File: config.mk
export PLATFORM = sky130hd
export DESIGN_NAME = sssa_ctrl
export DESIGN_NICKNAME = d
export VERILOG_FILES = /design/src/rtl/sssa_pkg.sv /design/src/rtl/sssa_ctrl.sv
export SDC_FILE = /design/constraint.sdc
export NUM_CORES = 1
export LEC_CHECK = 0
export ABC_AREA = 1
export ABC_CLOCK_PERIOD_IN_PS = 1100
export BUFFER_PORTS_ARGS = -buffer_cell sky130_fd_sc_hd__buf_2
export CORE_MARGIN = 4
export CORE_UTILIZATION = 40
export CTS_CLUSTER_DIAMETER = 80
export DETAILED_ROUTE_END_ITERATION = 10
export PLACE_DENSITY = 0.84
export SYNTH_ARGS = -nofsm -noshare
export SYNTH_HDL_FRONTEND = slang
export SYNTH_SLANG_ARGS = --single-unit
File: constraint.sdc
create_clock -name clk -period 1.1 [get_ports clk]
set_input_delay 0 -clock clk [delete_from_list [all_inputs] [get_ports clk]]
set_output_delay 0 -clock clk [all_outputs]
set_load 0.005 [all_outputs]
File: src/rtl/sssa_pkg.sv
package sssa_pkg;

  typedef enum logic [1:0] {
    OP_CLEAR = 2'd0,
    OP_LOAD  = 2'd1,
    OP_SPLAT = 2'd2,
    OP_READ  = 2'd3
  } op_t;

  localparam logic [1:0] REG_DENSITY    = 2'd0;
  localparam logic [1:0] REG_MAP_WIDTH  = 2'd1;
  localparam logic [1:0] REG_MAP_HEIGHT = 2'd2;

  localparam logic [7:0] DENSITY_RESET = 8'd1;
  localparam logic [8:0] SIDE_RESET    = 9'd256;

  typedef struct packed {
    logic capture;
    logic scale;
    logic div_start;
    logic div_y;
    logic walk_init;
    logic clear_step;
    logic splat_step;
    logic load_write;
    logic read_issue;
    logic resp_load;
    logic resp_err;
    logic resp_read;
  } cmd_t;

  typedef struct packed {
    op_t  op;
    logic dims_ok;
    logic load_ok;
    logic read_ok;
    logic div_busy;
    logic texel_last;
    logic clear_last;
  } stat_t;

endpackage

File: src/rtl/sssa_ctrl.sv
module sssa_ctrl (
  input  logic            clk,
  input  logic            rst,
  input  logic            s_tvalid,
  output logic            s_tready,
  output logic            m_tvalid,
  input  logic            m_tready,
  input  sssa_pkg::stat_t stat,
  output sssa_pkg::cmd_t  cmd
);

  typedef enum logic [3:0] {
    S_IDLE, S_PREP, S_CLEAR, S_SCALE, S_DIVX_GO, S_DIVX_WAIT, S_DIVY_GO,
    S_DIVY_WAIT, S_WALK, S_RUN, S_DRAIN, S_RWAIT, S_DONE
  } state_t;

  state_t state;
  logic   err_q;
  logic   rd_q;
  logic   out_free;

  assign s_tready = (state == S_IDLE);
  assign out_free = !m_tvalid || m_tready;

  always_comb begin
    cmd            = '0;
    cmd.resp_err   = err_q;
    cmd.resp_read  = rd_q;
    cmd.capture    = (state == S_IDLE) && s_tvalid;
    cmd.scale      = (state == S_SCALE);
    cmd.div_start  = (state == S_DIVX_GO) || (state == S_DIVY_GO);
    cmd.div_y      = (state == S_DIVY_GO);
    cmd.walk_init  = (state == S_WALK);
    cmd.clear_step = (state == S_CLEAR);
    cmd.splat_step = (state == S_RUN);
    cmd.load_write = (state == S_PREP) && (stat.op == sssa_pkg::OP_LOAD) && stat.load_ok;
    cmd.read_issue = (state == S_PREP) && (stat.op == sssa_pkg::OP_READ) && stat.read_ok;
    cmd.resp_load  = (state == S_DONE) && out_free;
  end

  always_ff @(posedge clk) begin
    if (rst) begin
      state    <= S_IDLE;
      err_q    <= 1'b0;
      rd_q     <= 1'b0;
      m_tvalid <= 1'b0;
    end else begin
      if (cmd.resp_load) begin
        m_tvalid <= 1'b1;
      end else if (m_tready) begin
        m_tvalid <= 1'b0;
      end
      unique case (state)
        S_IDLE: begin
          if (s_tvalid) begin
            err_q <= 1'b0;
            rd_q  <= 1'b0;
            state <= S_PREP;
          end
        end
        S_PREP: begin
          unique case (stat.op)
            sssa_pkg::OP_CLEAR: begin
              err_q <= !stat.dims_ok;
              state <= stat.dims_ok ? S_CLEAR : S_DONE;
            end
            sssa_pkg::OP_LOAD: begin
              err_q <= !stat.load_ok;
              state <= S_DONE;
            end
            sssa_pkg::OP_SPLAT: begin
              err_q <= !stat.dims_ok;
              state <= stat.dims_ok ? S_SCALE : S_DONE;
            end
            default: begin
              err_q <= !stat.read_ok;
              rd_q  <= stat.read_ok;
              state <= stat.read_ok ? S_RWAIT : S_DONE;
            end
          endcase
        end
        S_CLEAR:     if (stat.clear_last) state <= S_DONE;
        S_SCALE:     state <= S_DIVX_GO;
        S_DIVX_GO:   state <= S_DIVX_WAIT;
        S_DIVX_WAIT: if (!stat.div_busy) state <= S_DIVY_GO;
        S_DIVY_GO:   state <= S_DIVY_WAIT;
        S_DIVY_WAIT: if (!stat.div_busy) state <= S_WALK;
        S_WALK:      state <= S_RUN;
        S_RUN:       if (stat.texel_last) state <= S_DRAIN;
        S_DRAIN:     state <= S_DONE;
        S_RWAIT:     state <= S_DONE;
        S_DONE:      if (out_free) state <= S_IDLE;
        default:     state <= S_IDLE;
      endcase
    end
  end

endmodule

==> run_results.csv <==
group,metric,value,unit
clock_tree,cts_tree,"done",
sta,slew_headroom,81.27,%
logic_synthesis,synth_seq_area_share,24.83,%
grt,overflow,0,
layout,diodes,0,
clock_tree,clkTransAtPathRegs,60,ps
layout,area_growth,73.84,%
route,drtPass1Iterations,4,
place,io_buffers,25,
clock_tree,clock_path_buffers,2,
route,wl,2.236,mm
setup_path,timing.rr.end,"state[2]",
sta,skew,0.8613,ps
logic_synthesis,synth.avg_cell_area,5.426,um^2
logic_synthesis,syn_inst,104,
sta,hold_viol,0,
layout,final_nets,157,
place,place_hpwl,1.313,mm
floorplanning,rows,13,
run,drv_cap,0,
setup_path,required,1290,ps
clock_tree,htreeDepth,1,
hold_path,whs_path_depth,4,
setup_path,critPathKind,"reg -> reg",
logic_synthesis,ys_seq_elements,7,
logic_synthesis,synth-warning-count,0,
route,drc,0,
grt,grt_use_total,20.23,%
floorplanning,dieArea,2076,um^2
setup_path,r2r_start,"state[2]",
route,wire_per_inst,14.06,um
sta,layout_min_cycle_time,1320,ps
floorplanning,die_x,45.56,um
power_and_ir_drop,vdd_drop_max,1.422,mV
place,place.gp.congestion,0.8714,
sta,fmax,757.7,MHz
grt,grt_pass1_wl,3.029,mm
sta,layout_setup_ws,-219.8,ps
floorplanning,initial_core_util,42.83,%
grt,grt_max_degree,8,
sta,holdWs,112.7,ps
layout,nFillCells,95,
setup_path,cpMaxStageDelayCell,"dfxtp_4",
route,vias_per_cell,5.491,
setup_path,worstSetupStartpointType,"register",
logic_synthesis,netlist_area,564.3,um^2
power_and_ir_drop,power.leakage,0.5338,nW
route,drt-initial-drc-count,43,
outcome,failed_checks,"negative setup slack",
setup_path,crit_fanout,6,
sta,tns,-1744,ps
route,antenna_left,0,
sta,finalSetupViolCount,17,
floorplanning,ios,26,
setup_path,reg2reg_depth,7,
logic_synthesis,ys_types,15,
clock_tree,cts_sinks,7,
floorplanning,dieHeight,45.56,um
grt,antenna_found_initial,0,
route,num_vias,873,
outcome,status,"finished, violations left",
clock_tree,clock_latency,260,ps
hold_path,worstHoldEndpoint,"err_q",
setup_path,crit_path_end_kind,"register",
clock_tree,cts_root_buf,"clkbuf_4",
hold_path,worstHoldStart,"s_tvalid",
hold_path,min_path_type,"in -> reg",
power_and_ir_drop,powerDensity,2834,nW/um^2
sta,worst_pin_slew,280.0,ps
place,placed_area,748.2,um^2
floorplanning,core_area,1318,um^2
layout,stdcell_area,980.9,um^2
setup_path,cp_cell_sequence,"nor2_1 > nand3b_1 > nand2_1 > nor2_1 > nand2_2 > nand2_1 > a21oi_1",
clock_tree,cts_buffers,3,
setup_path,worst_path_largest_cell_delay,370,ps
setup_path,reg2reg_slack,-220,ps
grt,grt_pass1_vias,755,
logic_synthesis,syn_nets,116,
setup_path,cp.arrival,1510,ps
sta,slew_violations,0,
sta,rsz0062_at_grt,"true",
place,place_ws,-165.6,ps
sta,fin_crit_sh,120.0,%
layout,drive_gt1_share,55.56,%
-- Yosys cell counts --
library cell / n / area share (%)
nor2_1: 19 / 13
nand4_1: 2 / 2.2
a21oi_1: 7 / 6.2
nand3_1: 11 / 9.8
buf_4: 2 / 2.7
nor2_2: 1 / 1.1
o211ai_1: 1 / 1.3
inv_2: 3 / 2.0
nor2_4: 1 / 2.0
nand2_1: 29 / 19
nor3_1: 1 / 0.89
nand3b_1: 2 / 2.7
or2_2: 1 / 1.1
dfxtp_1: 7 / 25
inv_1: 17 / 11
-- through the flow --
step                      power [mW]  std cells  util [%]
final                          2.780        159     74.45
after global routing           2.921        159     74.45
after CTS                      2.278        158     67.24
after detailed placement       1.662        149     56.79
after global placement         1.641        149     56.79
after floorplan                1.198        104         -
-- report_power, final --
| part | leakage [nW] | switching (mW) | total (mW) | internal (mW) |
|---|---|---|---|---|
| clock | 0.0150 | 0.110 | 0.250 | 0.139 |
| sequential | 0.0599 | 0.170 | 0.543 | 0.373 |
| combinational | 0.459 | 1.10 | 1.99 | 0.888 |
-- flip-flops by register name, indices dropped and copies added, names as in the netlist --
signal and flops:
err_q 1, m_tvalid 1, rd_q 1, state 4
-- metal layers --
layer / wire length, um / share of wire, % / up-vias / global-route usage, %
li1: - / - / 406 / -
met1: 835 / 37 / 413 / 21.04
met2: 1192 / 53 / 47 / 36.21
met3: 153 / 6.8 / 7 / 1.976
met4: 55 / 2.5 / 0 / 15.79
met5: 0 / 0 / - / 0
-- cells by family after synthesis --
| family | count (synthesis) | share of synthesized area (%) |
|---|---|---|
| flip-flops | 7 | 24.83 |
| AO/OA/AOI/OAI | 8 | 7.539 |
| buffers and inverters | 22 | 15.96 |
| AND/OR/NAND/NOR | 67 | 51.66 |
-- layout by cell type (no fill, tap or decap) --
master	n
a21oi_1	4
nand2_4	1
clkbuf_4	3
nor2_4	7
buf_6	5
nor3_4	1
buf_2	23
inv_2	6
o211ai_1	1
nand3_1	8
nand2_2	7
buf_4	9
clkbuf_1	1
or2_2	1
nand4_1	2
nand3_2	3
nor2_1	11
inv_1	10
dlygate4sd3_1	1
nor2_2	3
inv_4	4
nand2_1	21
dfxtp_4	4
a21oi_2	3
dfxtp_1	3
nand3b_1	2
-- critical path: cells and delay by family (launching register included) --
kind / cells / cell delay [ps]
compound gates: 1 / 120
flops: 1 / 370
simple gates: 6 / 760
-- what timing repair did --
item | in CTS | in global routing
endpoints found under the hold margin | 1 | 0
pin swaps | 9 | 6
gates resized for setup | 29 | 25
hold buffers | 1 | 0
setup endpoints to repair | 17 | 17
setup buffers | 4 | 1
-- how the worst max path moves through the flow --
| stage | start | end | slack, ps | depth (start not counted) |
|---|---|---|---|---|
| after global routing | state[2] | state[3] | -250 | 7 |
| after global placement | state[3] | state[2] | -160 | 8 |
| final | state[2] | state[2] | -220 | 7 |
| after CTS | state[3] | cmd[3] | -110 | 6 |
| after floorplan | state[0] | rd_q | 10 | 6 |
| after detailed placement | state[3] | state[2] | -170 | 8 |
-- cell type report --
cell class	instances	area [um^2]	share of cell area (%)
multi-input cells	75	446.7	45.54
repair buffers	38	249.0	25.38
flip-flops and latches	7	155.1	15.82
inverters	20	85.08	8.673
clock buffers	4	26.28	2.679
well taps	15	18.77	1.913
Note: power is estimated with default switching activity, not from simulation.
